### src/rtl/pearson_correlation_accumulator_core_defines.svh
// Assertion macros for the Pearson correlation accumulator core.
// Each macro expects a clock named clk and an active-low reset named rst_n in scope.
`ifndef PEARSON_CORRELATION_ACCUMULATOR_CORE_DEFINES_SVH
`define PEARSON_CORRELATION_ACCUMULATOR_CORE_DEFINES_SVH

// Consequent must hold in the same cycle as the antecedent.
`define PCA_ASSERT_IMP(label, ante, cons) \
    label: assert property (@(posedge clk) disable iff (!rst_n) (ante) |-> (cons)) \
        else $error("pca assertion failed");

// Consequent must hold in the cycle after the antecedent.
`define PCA_ASSERT_NEXT(label, ante, cons) \
    label: assert property (@(posedge clk) disable iff (!rst_n) (ante) |=> (cons)) \
        else $error("pca assertion failed");

`endif

### src/rtl/pca_pkg.sv
// Shared widths, codes and controller/datapath interface types for the
// Pearson correlation accumulator core. No dependencies.
`timescale 1ns / 1ps

package pca_pkg;

    localparam int SAMPLE_BITS = 16;
    localparam int MAX_PAIRS   = 64;
    localparam int CNT_W       = 7;
    localparam int SUM_W       = 22;
    localparam int SQ_W        = 38;
    localparam int DIFF_W      = 45;
    localparam int PROD_W      = 2 * DIFF_W;
    localparam int REM_W       = PROD_W + 1;
    localparam int QUO_W       = 31;
    localparam int ROOT_W      = 16;
    localparam int CORR_W      = 16;
    localparam int DET_W       = 16;
    localparam int REL_W       = 2;
    localparam int DET_SHIFT   = QUO_W - 1 - DET_W;
    localparam int MUL_STEPS   = DIFF_W;
    localparam int DIV_STEPS   = QUO_W;
    localparam int SQRT_STEPS  = ROOT_W;
    localparam int ITER_W      = 6;

    typedef enum logic [REL_W-1:0] {
        REL_POS  = 2'd0,
        REL_NEG  = 2'd1,
        REL_NONE = 2'd2
    } rel_t;

    typedef enum logic [6:0] {
        S_ACC   = 7'b0000001,
        S_PREP  = 7'b0000010,
        S_MUL   = 7'b0000100,
        S_DLOAD = 7'b0001000,
        S_DIV   = 7'b0010000,
        S_SQRT  = 7'b0100000,
        S_OUT   = 7'b1000000
    } state_t;

    typedef struct packed {
        logic              acc_en;
        logic              prep_en;
        logic              mul_en;
        logic              dload_en;
        logic              div_en;
        logic              sqrt_en;
        logic              out_load;
        logic [ITER_W-1:0] iter;
    } cmd_t;

    typedef struct packed {
        logic skip;
    } sts_t;

endpackage

### src/rtl/pca_ctrl.sv
// Controller state machine for the Pearson correlation accumulator core.
// Depends on pca_pkg; drives the datapath through cmd_t and reads sts_t.
`timescale 1ns / 1ps

module pca_ctrl
    import pca_pkg::*;
(
    input  logic clk,
    input  logic rst_n,
    input  logic in_valid,
    input  logic last_pair,
    output logic in_ready,
    output logic out_valid,
    input  logic out_ready,
    input  sts_t sts,
    output cmd_t cmd
);

    state_t            state_reg, state_next;
    logic [ITER_W-1:0] iter_reg, iter_next;
    logic              out_valid_reg, out_valid_next;
    logic              fire;

    assign in_ready  = (state_reg == S_ACC);
    assign out_valid = out_valid_reg;
    assign fire      = in_valid && in_ready;

    always_comb
    begin
        state_next     = state_reg;
        iter_next      = iter_reg;
        out_valid_next = out_valid_reg && !out_ready;
        cmd            = '0;
        cmd.iter       = iter_reg;
        case (state_reg)
            S_ACC:
            begin
                cmd.acc_en = fire;
                if (fire && last_pair)
                begin
                    state_next = S_PREP;
                end
            end
            S_PREP:
            begin
                cmd.prep_en = 1'b1;
                iter_next   = '0;
                state_next  = S_MUL;
            end
            S_MUL:
            begin
                if (sts.skip)
                begin
                    state_next = S_OUT;
                end
                else
                begin
                    cmd.mul_en = 1'b1;
                    iter_next  = iter_reg + 1'b1;
                    if (iter_reg == ITER_W'(MUL_STEPS - 1))
                    begin
                        state_next = S_DLOAD;
                    end
                end
            end
            S_DLOAD:
            begin
                cmd.dload_en = 1'b1;
                iter_next    = '0;
                state_next   = S_DIV;
            end
            S_DIV:
            begin
                cmd.div_en = 1'b1;
                iter_next  = iter_reg + 1'b1;
                if (iter_reg == ITER_W'(DIV_STEPS - 1))
                begin
                    iter_next  = '0;
                    state_next = S_SQRT;
                end
            end
            S_SQRT:
            begin
                cmd.sqrt_en = 1'b1;
                iter_next   = iter_reg + 1'b1;
                if (iter_reg == ITER_W'(SQRT_STEPS - 1))
                begin
                    state_next = S_OUT;
                end
            end
            S_OUT:
            begin
                // The result register is free once its previous transfer completes.
                if (!out_valid_reg || out_ready)
                begin
                    cmd.out_load   = 1'b1;
                    out_valid_next = 1'b1;
                    state_next     = S_ACC;
                end
            end
            default:
            begin
                state_next = S_ACC;
            end
        endcase
    end

    always_ff @(posedge clk or negedge rst_n)
    begin
        if (!rst_n)
        begin
            state_reg     <= S_ACC;
            iter_reg      <= '0;
            out_valid_reg <= 1'b0;
        end
        else
        begin
            state_reg     <= state_next;
            iter_reg      <= iter_next;
            out_valid_reg <= out_valid_next;
        end
    end

endmodule

### config.mk
export PLATFORM = sky130hd
export DESIGN_NAME = pca_ctrl
export DESIGN_NICKNAME = d
export VERILOG_FILES = /design/src/rtl/pearson_correlation_accumulator_core_defines.svh /design/src/rtl/pca_pkg.sv /design/src/rtl/pca_ctrl.sv
export SDC_FILE = /design/constraint.sdc
export NUM_CORES = 1
export LEC_CHECK = 0
export BUFFER_PORTS_ARGS = -buffer_cell sky130_fd_sc_hd__buf_2
export CAP_MARGIN = 20
export CORE_MARGIN = 5
export CORE_UTILIZATION = 45
export DETAILED_ROUTE_END_ITERATION = 8
export PLACE_DENSITY = 0.72
export SKIP_LAST_GASP = 1
export SYNTH_ARGS = -nofsm -noshare
export SYNTH_HDL_FRONTEND = slang
export SYNTH_SLANG_ARGS = --single-unit
### constraint.sdc
create_clock -name clk -period 2.9 [get_ports clk]
set_clock_uncertainty 0.15 [all_clocks]
set_input_delay 0.29 -clock clk [delete_from_list [all_inputs] [get_ports clk]]
set_output_delay 0.29 -clock clk [all_outputs]
set_load 0.05 [all_outputs]
==> results of run 1 <==
cells in the mapped netlist (all sizes together) (2+ instances only):
cell	instances	area share
nor3	6	0.037
nor4	6	0.056
o21ai	4	0.021
o21a	2	0.016
or4	3	0.024
buf	7	0.049
or3	2	0.013
nand3	5	0.027
and2	2	0.016
inv	6	0.024
o31ai	3	0.024
nor2	8	0.032
ha	3	0.040
nor3b	4	0.032
a21oi	4	0.021
dfrtp	13	0.34
o31a	2	0.019
nand2b	3	0.020
nand2	7	0.028
cell usage in the layout (no fill, tap or decap), types with 3 or more instances in the layout:
master	netlist	layout
buf_2	4	20
dfrtp_1	13	13
nor2_1	8	8
nand2_1	7	7
inv_1	6	6
nor3_1	5	5
nand3_1	5	5
nor4_1	5	5
o21ai_0	4	4
a21oi_1	4	4
nor3b_1	4	3
nand2b_1	3	3
or4_1	3	3
o31ai_1	3	3
ha_1	3	3
clkbuf_4	0	3
cells by family after synthesis:
group                    Yosys count  synth area share
adder cells (fa/ha/maj)            3            0.0398
AO/OA/AOI/OAI                     19             0.139
buffers and inverters             13            0.0729
flip-flops                        14             0.373
AND/OR/NAND/NOR                   53             0.346
XOR/XNOR                           2            0.0186
multiplexers                       1            0.0106
how the worst max path moves through the flow:
| stage | end | depth (start not counted) |
|---|---|---|
| after CTS | cmd[11] | 4 |
| after floorplan | cmd[12] | 5 |
| final | cmd[11] | 4 |
| after global placement | cmd[12] | 5 |
| after detailed placement | iter_reg[2] | 5 |
| after global routing | cmd[12] | 5 |
power by group through the flow:
stage / Sequential [uW] / Combinational [uW] / Clock [uW]
finish: 275 / 262 / 145
global route: 282 / 282 / 157
CTS: 272 / 265 / 147
detailed placement: 276 / 262 / 0
global placement: 274 / 255 / 0
floorplan: 360 / 110 / 0
cell type report:
cell class,instances,share of cell area
Timing Repair Buffer,21,0.102
Clock buffer,4,0.0335
Sequential cell,14,0.325
Inverter,6,0.0208
Tap cell,27,0.0312
Multi-Input combinational cell,78,0.488
layer usage:
layer | up-vias | GRT usage
li1 | 417 | -
met5 | - | 0
met2 | 18 | 0.289
met4 | 0 | 0.0382
met3 | 2 | 0.0464
met1 | 434 | 0.180
metrics by stage:
step	setup slack [ns]	std cells	total power, uW	area [um2]
4_1_cts	0.398	150	685	1080
3_3_place_gp	0.755	145	529	1040
6_report	0.390	150	682	1080
3_5_place_dp	0.703	145	538	1040
2_1_floorplan	0.124	105	470	948
5_1_grt	0.249	150	722	1080
what timing repair did:
item | 4_1_cts | 5_1_grt
resized for setup | 0 | 0
hold buffers | 1 | 0
hold endpoints to repair | 13 | 0
==> out/results.ini, run 1 <==
[clocking]
htree_levels = 1
ctsRootBufferMaster = clkbuf_4
clock-sinks = 14
clk_latency_ns = 0.28
cts_tree = done
cts_buffer_depth = 2
clk_pin_slew_worst_paths_ns = 0.09
cts_made_buffers = 3
post_cts_buffers = 0

[synthesis]
synth_nets = 114
synth-edff-count = 0
ys_warn_count = 0
synth_cells = 105
ys_seq_area_frac = 0.373
synthArstFlopShare = 1.00
avgSynthCellArea_um2 = 8.98
synth_seq_cells = 14
syn-cell-area_um2 = 943
synth_cell_types = 39
ys.flop_type = dfrtp_1

[placement]
gp_congestion = 0.911
place_hpwl_um = 1670
port-buffer-count = 20

[setup_path]
cpPeakStageDelay_ns = 0.50
path_cells = nor2_1, or4b_1, nor3b_1, buf_2
critical-path-top-delay-family = simple AND/OR/NAND/NOR gates
critPathLaunch = state_reg[4]
cp-end-kind = primary output
crit_arrival_ns = 2.07
crit_slowest_cell = dfrtp_1
critPathMaxFanout = 10
r2r_setup_slack_ns = 0.70
startpoint_type = register
worst-path-buf-inv = 1
reg2reg_from = state_reg[4]
cp_data_required_time_ns = 2.46
rr_endpoint = iter_reg[2]
reg2reg_depth = 5
path_class = reg2out

[die]
rows = 16
num_io_pins = 21
die_width_um = 55.8
start_util = 0.476
die_h_um = 55.8
core_region_area_um2 = 1980
die_area_um2 = 3110

[power]
p_seq_frac = 0.403
netSwitchingFraction = 0.455
clkPwrFrac = 0.213
ir_worst_vdd_v = 0.000464
switchingPower_uw = 310
internal_power_uw = 372
comb_power_share = 0.384
power_density_nw_per_um2 = 630
p_leak_uw = 0.000521

[drt]
routed_wl_um = 2220
dr.pass1.iters = 4
route.met3.wl_um = 93
wl_per_cell_um = 14.8
drtIter0Drc = 15
wl_met1_um = 957
met2WireLength_um = 1150
ant_nets = 0
drc = 0
drt-vias-per-instance = 5.81
num_vias = 871
routed.top_layer = met4

[sta]
fin_hold_ws_ns = 0.0630
relSlewSlack = 0.480
post-route-min-period_ns = 2.51
grt_setup_unrepaired = no
hold_viol = 0
tightest_slew_ns = 0.780
timing.fmax_mhz = 398
fin_crit_sh = 0.865
fin_tns_setup_ns = 0
slew_violations = 0
finalSetupViolCount = 0

[layout]
utilization = 0.546
diodes = 0
fillCellCount = 177
area_growth_pct = 14.7
largest_reg_flops = 7
drive_above_1_share = 0.244
final-seq-area_um2 = 352
multiInputGateArea_um2 = 528
fin_nets = 133

[min_path]
hold_depth = 2
hp-start = sts
hold_path_class = in2reg
whs_endpoint = state_reg[3]

[grt]
antenna_found_initial = 0
grt_first_pass_wirelength_um = 4030
grt_use_total = 0.159
overflow = 0
grt_max_degree = 15
grt_pass1_vias = 883

[outcome]
status = completed

[flow_run]
cap_violations = 0

Note: power is estimated with default switching activity, not from simulation.
==> run 2: changes to the inputs <==
Settings changed: GPL_TIMING_DRIVEN from default to 0.
==> run 2 against run 1 <==
Against the previous run:
- non-clock buffer count up 7
- sequential cell count unchanged
- worst hold slack improved by 0.0042 ns
- register-to-register slack improved by 0.16 ns
- first-iteration DRC count down 20%
- sequential power decreased by 2%
- sequential share of layout area is 1.1 points lower
- largest cell class unchanged
- setup slack worse by 0.096 ns
- critical path type unchanged
- global-route usage is 0.44 points lower
- wire length is 1.1% lower
- highest routed layer unchanged
- clock power fell by 20%
==> out/results.ini, run 2 (synthesized netlist as in run 1, its figures left out) <==
[die]
die_width_um = 55.8  ; unchanged
die_h_um = 55.8  ; unchanged
core_region_area_um2 = 1980  ; unchanged
die_area_um2 = 3110  ; unchanged
start_util = 0.476  ; unchanged
rows = 16  ; unchanged
num_io_pins = 21  ; unchanged

[flow_run]
cap_violations = 0  ; unchanged

[layout]
largest_reg_flops = 7  ; unchanged
mostFrequentLayoutCells = buf_2, dfrtp_1, nor2_1, nand2_1, inv_1
fillCellCount = 180  ; +1.7%
final-seq-area_um2 = 352  ; unchanged
drive_above_1_share = 0.277  ; +0.0330
final_common_cell = buf_2
diodes = 0  ; unchanged
fin_nets = 140  ; +5.3%
multiInputGateArea_um2 = 528  ; unchanged
area_growth_pct = 18.6

[drt]
drc = 0  ; unchanged
drt-vias-per-instance = 5.50  ; -5.2%
ant_nets = 0  ; unchanged
wl_per_cell_um = 14.0  ; -5.5%
dr.pass1.iters = 4  ; unchanged
routed_wl_um = 2190  ; -1.1%
drtIter0Drc = 12  ; -3
num_vias = 864  ; -0.80%

[sta]
timing.fmax_mhz = 384  ; -3.7%
finalSetupViolCount = 0  ; unchanged
relSlewSlack = 0.670  ; +0.190
hold_viol = 0  ; unchanged
tightest_slew_ns = 0.493  ; -0.288 ns
slew_violations = 0  ; unchanged
fin_hold_ws_ns = 0.0672  ; +0.00421 ns
fin_crit_sh = 0.898  ; +0.0331
fin_tns_setup_ns = 0  ; unchanged
grt_setup_unrepaired = no
post-route-min-period_ns = 2.61  ; +0.0959 ns

[setup_path]
crit_arrival_ns = 2.17  ; +0.10 ns
path_class = reg2out
startpoint_type = register
cp-end-kind = primary output
critPathLaunch = state_reg[5]
reg2reg_from = state_reg[3]
reg2reg_depth = 5  ; unchanged
cp_data_required_time_ns = 2.46  ; about the same
critPathMaxFanout = 9  ; -1

[clocking]
ctsRootBufferMaster = clkbuf_4
clock-sinks = 14  ; unchanged
ctsResizeCount = 0  ; unchanged
htree_levels = 1  ; unchanged
clk_pin_slew_worst_paths_ns = 0.09  ; about the same
post_cts_buffers = 0  ; unchanged
clk_latency_ns = 0.27  ; about the same
cts_tree = done
cts_buffer_depth = 2  ; unchanged
cts_made_buffers = 3  ; unchanged

[min_path]
hp-start = sts
hold_path_class = in2reg
hold_depth = 2  ; unchanged

[grt]
antenna_found_initial = 0  ; unchanged
grt_pass1_vias = 857  ; -2.9%
grt_first_pass_wirelength_um = 3910  ; -2.9%
overflow = 0  ; unchanged
grt_max_degree = 15  ; unchanged
grt_use_total = 0.154  ; -0.00437

[power]
power_density_nw_per_um2 = 585  ; -7.2%
ir_worst_vdd_v = 0.000513  ; +11%
p_leak_uw = 0.000550  ; +5.7%

[placement]
port-buffer-count = 20  ; unchanged
place_hpwl_um = 1680  ; +0.59%
gp_congestion = 0.836  ; -8.3%

[outcome]
status = completed

run 2: changes by cell type in the layout (fill, tap and decap cells not counted):
| cell | previous run | this run |
|---|---|---|
| buf_2 | 20 | 24 |
| buf_4 | 0 | 2 |
| buf_6 | 0 | 1 |
| clkbuf_1 | 0 | 1 |
| clkbuf_8 | 1 | 0 |
run 2: where the power goes:
group	switching [uW]	total (uW)	internal, uW
combinational	198	269	71.1
clock	63.1	116	53.2
sequential	42.7	269	226
total	304	654	351
run 2: stage by stage:
| step | instance area [um2] | instances | utilization | worst slack [ns] | power (uW) |
|---|---|---|---|---|---|
| floorplan | 948 | 105 | - | 0.124 | 470 |
| global placement | 1080 | 152 | 0.546 | 0.577 | 530 |
| detailed placement | 1080 | 152 | 0.546 | 0.576 | 541 |
| CTS | 1120 | 157 | 0.564 | 0.265 | 661 |
| global route | 1120 | 157 | 0.564 | 0.158 | 698 |
| finish | 1120 | 157 | 0.564 | 0.295 | 654 |
run 2: routing by layer:
| layer | track usage | up-vias | routed length, um |
|---|---|---|---|
| li1 | - | 430 | - |
| met1 | 0.187 | 412 | 972 |
| met2 | 0.265 | 20 | 1120 |
| met3 | 0.0348 | 2 | 79 |
| met4 | 0.0556 | 0 | 23 |
| met5 | 0 | - | 0 |
run 2: timing repair:
| item | 4_1_cts | 5_1_grt |
|---|---|---|
| endpoints found under the setup margin | 0 | 0 |
| endpoints found under the hold margin | 13 | 0 |
| hold buffers | 1 | 0 |
run 2: path summary, 6_finish.rpt:
kind,end,slack (ns)
setup / recovery,cmd[11],0.29
hold / removal,state_reg[3],0.07
setup reg to reg,iter_reg[0],0.86
hold reg to reg,state_reg[6],0.46
max in group asynchronous,state_reg[0],2.02
min in group asynchronous,state_reg[1],0.29
run 2: cell type report:
type                    instances  area share
plain buffers                   7      0.0414
clock buffers                   4      0.0235
inverters                       6      0.0201
multi-input cells              78       0.472
flip-flops and latches         14       0.314
well taps                      27      0.0302
repair buffers                 21      0.0984
run 2: worst max-delay path: stages, from the launching register on:
cell     delay, ns
dfrtp_1       0.36
buf_2         0.17
nor2_1        0.14
or4b_1        0.49
nor3b_1       0.32
buf_4         0.16
buf_2         0.25
==> run 3: changes to the inputs <==
Settings changed: SETUP_SLACK_MARGIN from default to 0.3.
==> run 3 against run 2 <==
Against the previous run:
- die area is the same
- critical path depth is the same
- sequential power is essentially flat
- global-route usage shrank 1.2 points
- register-to-register slack lost 0.08 ns
- count of clock-buffer cells in the layout is the same
- worst hold slack lost 0.0033 ns
- wire length shrank 5.7%
- total power grew 0.77%
- utilization grew 1.1 points
- non-clock buffer count is the same
- critical path type unchanged
==> out/results.ini, run 3 (synthesized netlist as in run 1, its figures left out) <==
[outcome]
status = completed

[sta]
grt_setup_unrepaired = no
post-route-min-period_ns = 2.47  ; -0.131 ns
tightest_slew_ns = 0.483  ; -0.00946 ns
relSlewSlack = 0.676  ; +0.00634
slew_violations = 0  ; unchanged
fin_tns_setup_ns = 0  ; unchanged
finalSetupViolCount = 0  ; unchanged
timing.fmax_mhz = 404  ; +5.3%
fin_crit_sh = 0.853  ; -0.0453
hold_viol = 0  ; unchanged

[placement]
place_hpwl_um = 1540  ; -8.2%
dpl.cell_count = 152  ; unchanged
port-buffer-count = 20  ; unchanged
gp_congestion = 0.840  ; +0.54%

[setup_path]
critPathMaxFanout = 9  ; unchanged
rr_endpoint = iter_reg[0]
reg2reg_from = state_reg[3]
path_cells = buf_2, nor2_1, or4b_4, nor3b_4, and2_2, clkbuf_4
reg2reg_depth = 5  ; unchanged
startpoint_type = register
crit_arrival_ns = 2.03  ; -0.14 ns
cp-end-kind = primary output
path_class = reg2out
r2r_setup_slack_ns = 0.78  ; -0.08 ns
crit_slowest_cell = or4b_4
cpPeakStageDelay_ns = 0.50  ; about the same
cp_data_required_time_ns = 2.46  ; about the same

[clocking]
clk_pin_slew_worst_paths_ns = 0.09  ; about the same
post_cts_buffers = 0  ; unchanged
htree_levels = 1  ; unchanged
cts_tree = done
clk_latency_ns = 0.28  ; about the same
ctsRootBufferMaster = clkbuf_4
cts_buffer_depth = 2  ; unchanged
cts_made_buffers = 3  ; unchanged
clock-sinks = 14  ; unchanged

[grt]
grt_first_pass_wirelength_um = 3590  ; -8.3%
grt_max_degree = 15  ; unchanged
overflow = 0  ; unchanged
antenna_found_initial = 0  ; unchanged
grt_use_total = 0.142  ; -0.0125
grt_pass1_vias = 799  ; -6.8%

[die]
core_region_area_um2 = 1980  ; unchanged
die_h_um = 55.8  ; unchanged
die_area_um2 = 3110  ; unchanged
rows = 16  ; unchanged
die_width_um = 55.8  ; unchanged
num_io_pins = 21  ; unchanged
start_util = 0.476  ; unchanged

[min_path]
hold_path_class = in2reg
hold_depth = 2  ; unchanged
whs_endpoint = state_reg[3]
hp-start = sts

[drt]
num_vias = 877  ; +1.5%
wl_per_cell_um = 13.2  ; -5.7%
drc = 0  ; unchanged
drt-vias-per-instance = 5.59  ; +1.5%
dr.pass1.iters = 4  ; unchanged
drtIter0Drc = 13  ; +1
routed_wl_um = 2070  ; -5.7%
ant_nets = 0  ; unchanged

[power]
power_density_nw_per_um2 = 578  ; -1.1%
p_leak_uw = 0.000553  ; +0.53%
ir_worst_vdd_v = 0.000439  ; -14%

[layout]
mostFrequentLayoutCells = buf_2, dfrtp_1, nor2_1, nand2_1, inv_1
diodes = 0  ; unchanged
fin_nets = 140  ; unchanged
stdcell_count = 157  ; unchanged
fillCellCount = 189  ; +5.0%
final_common_cell = buf_2
area_growth_pct = 20.8
largest_reg_flops = 7  ; unchanged
drive_above_1_share = 0.300  ; +0.0231

[flow_run]
cap_violations = 0  ; unchanged

run 3: changes by cell type in the layout (fill, tap and decap cells not counted), sizes merged:
cell / previous run / this run
clkbuf: 4 / 6
buf: 27 / 25
run 3: layout make-up:
class | count | area, um2 | share of cell area
repair buffers | 21 | 115 | 0.101
multi-input cells | 78 | 544 | 0.477
inverters | 6 | 22.5 | 0.0198
plain buffers | 7 | 46.3 | 0.0406
clock buffers | 4 | 26.3 | 0.0231
well taps | 27 | 33.8 | 0.0296
flip-flops and latches | 14 | 352 | 0.308
run 3: report_power, final:
part | internal [uW] | switching, uW | total (uW)
sequential | 226 | 43.2 | 269
combinational | 75.2 | 197 | 272
clock | 53.3 | 63.9 | 117
run 3: metrics by stage:
stage / hold WS (ns) / setup WS (ns) / power, uW / utilization / cell area, um2
after floorplan: -0.156 / 0.383 / 473 / - / 956
after global placement: 0.0547 / 0.592 / 535 / 0.550 / 1090
after detailed placement: 0.0581 / 0.599 / 541 / 0.550 / 1090
after CTS: 0.0524 / 0.354 / 661 / 0.571 / 1130
after global routing: 0.0716 / 0.288 / 704 / 0.575 / 1140
final: 0.0639 / 0.426 / 659 / 0.575 / 1140
run 3: critical path, delay by kind of cell, from the launching register on:
kind,cells,cell delay [ns]
DFF,1,0.36
buffers and inverters,2,0.38
and+or+nand+nor,4,1.01
run 3: how the worst max path moves through the flow:
| stage | from | to | cells past startpoint |
|---|---|---|---|
| final | state_reg[5] | cmd[12] | 6 |
| after global routing | state_reg[5] | cmd[12] | 6 |
| after CTS | state_reg[5] | cmd[12] | 6 |
| after detailed placement | state_reg[5] | cmd[11] | 6 |
| after global placement | state_reg[5] | cmd[11] | 6 |
| after floorplan | state_reg[2] | state_reg[5] | 5 |
run 3: routing by layer:
| metal | routed length [um] | up-vias | global-route usage |
|---|---|---|---|
| met4 | 19 | 0 | 0.0521 |
| met2 | 986 | 21 | 0.230 |
| met5 | 0 | - | 0 |
| met3 | 87 | 4 | 0.0394 |
| met1 | 976 | 420 | 0.179 |
| li1 | - | 432 | - |
run 3: timing repair:
item / in CTS / in global routing
gates resized for setup: 1 / 3
hold buffers: 1 / 0
endpoints found under the setup margin: 1 / 2
endpoints found under the hold margin: 13 / 0
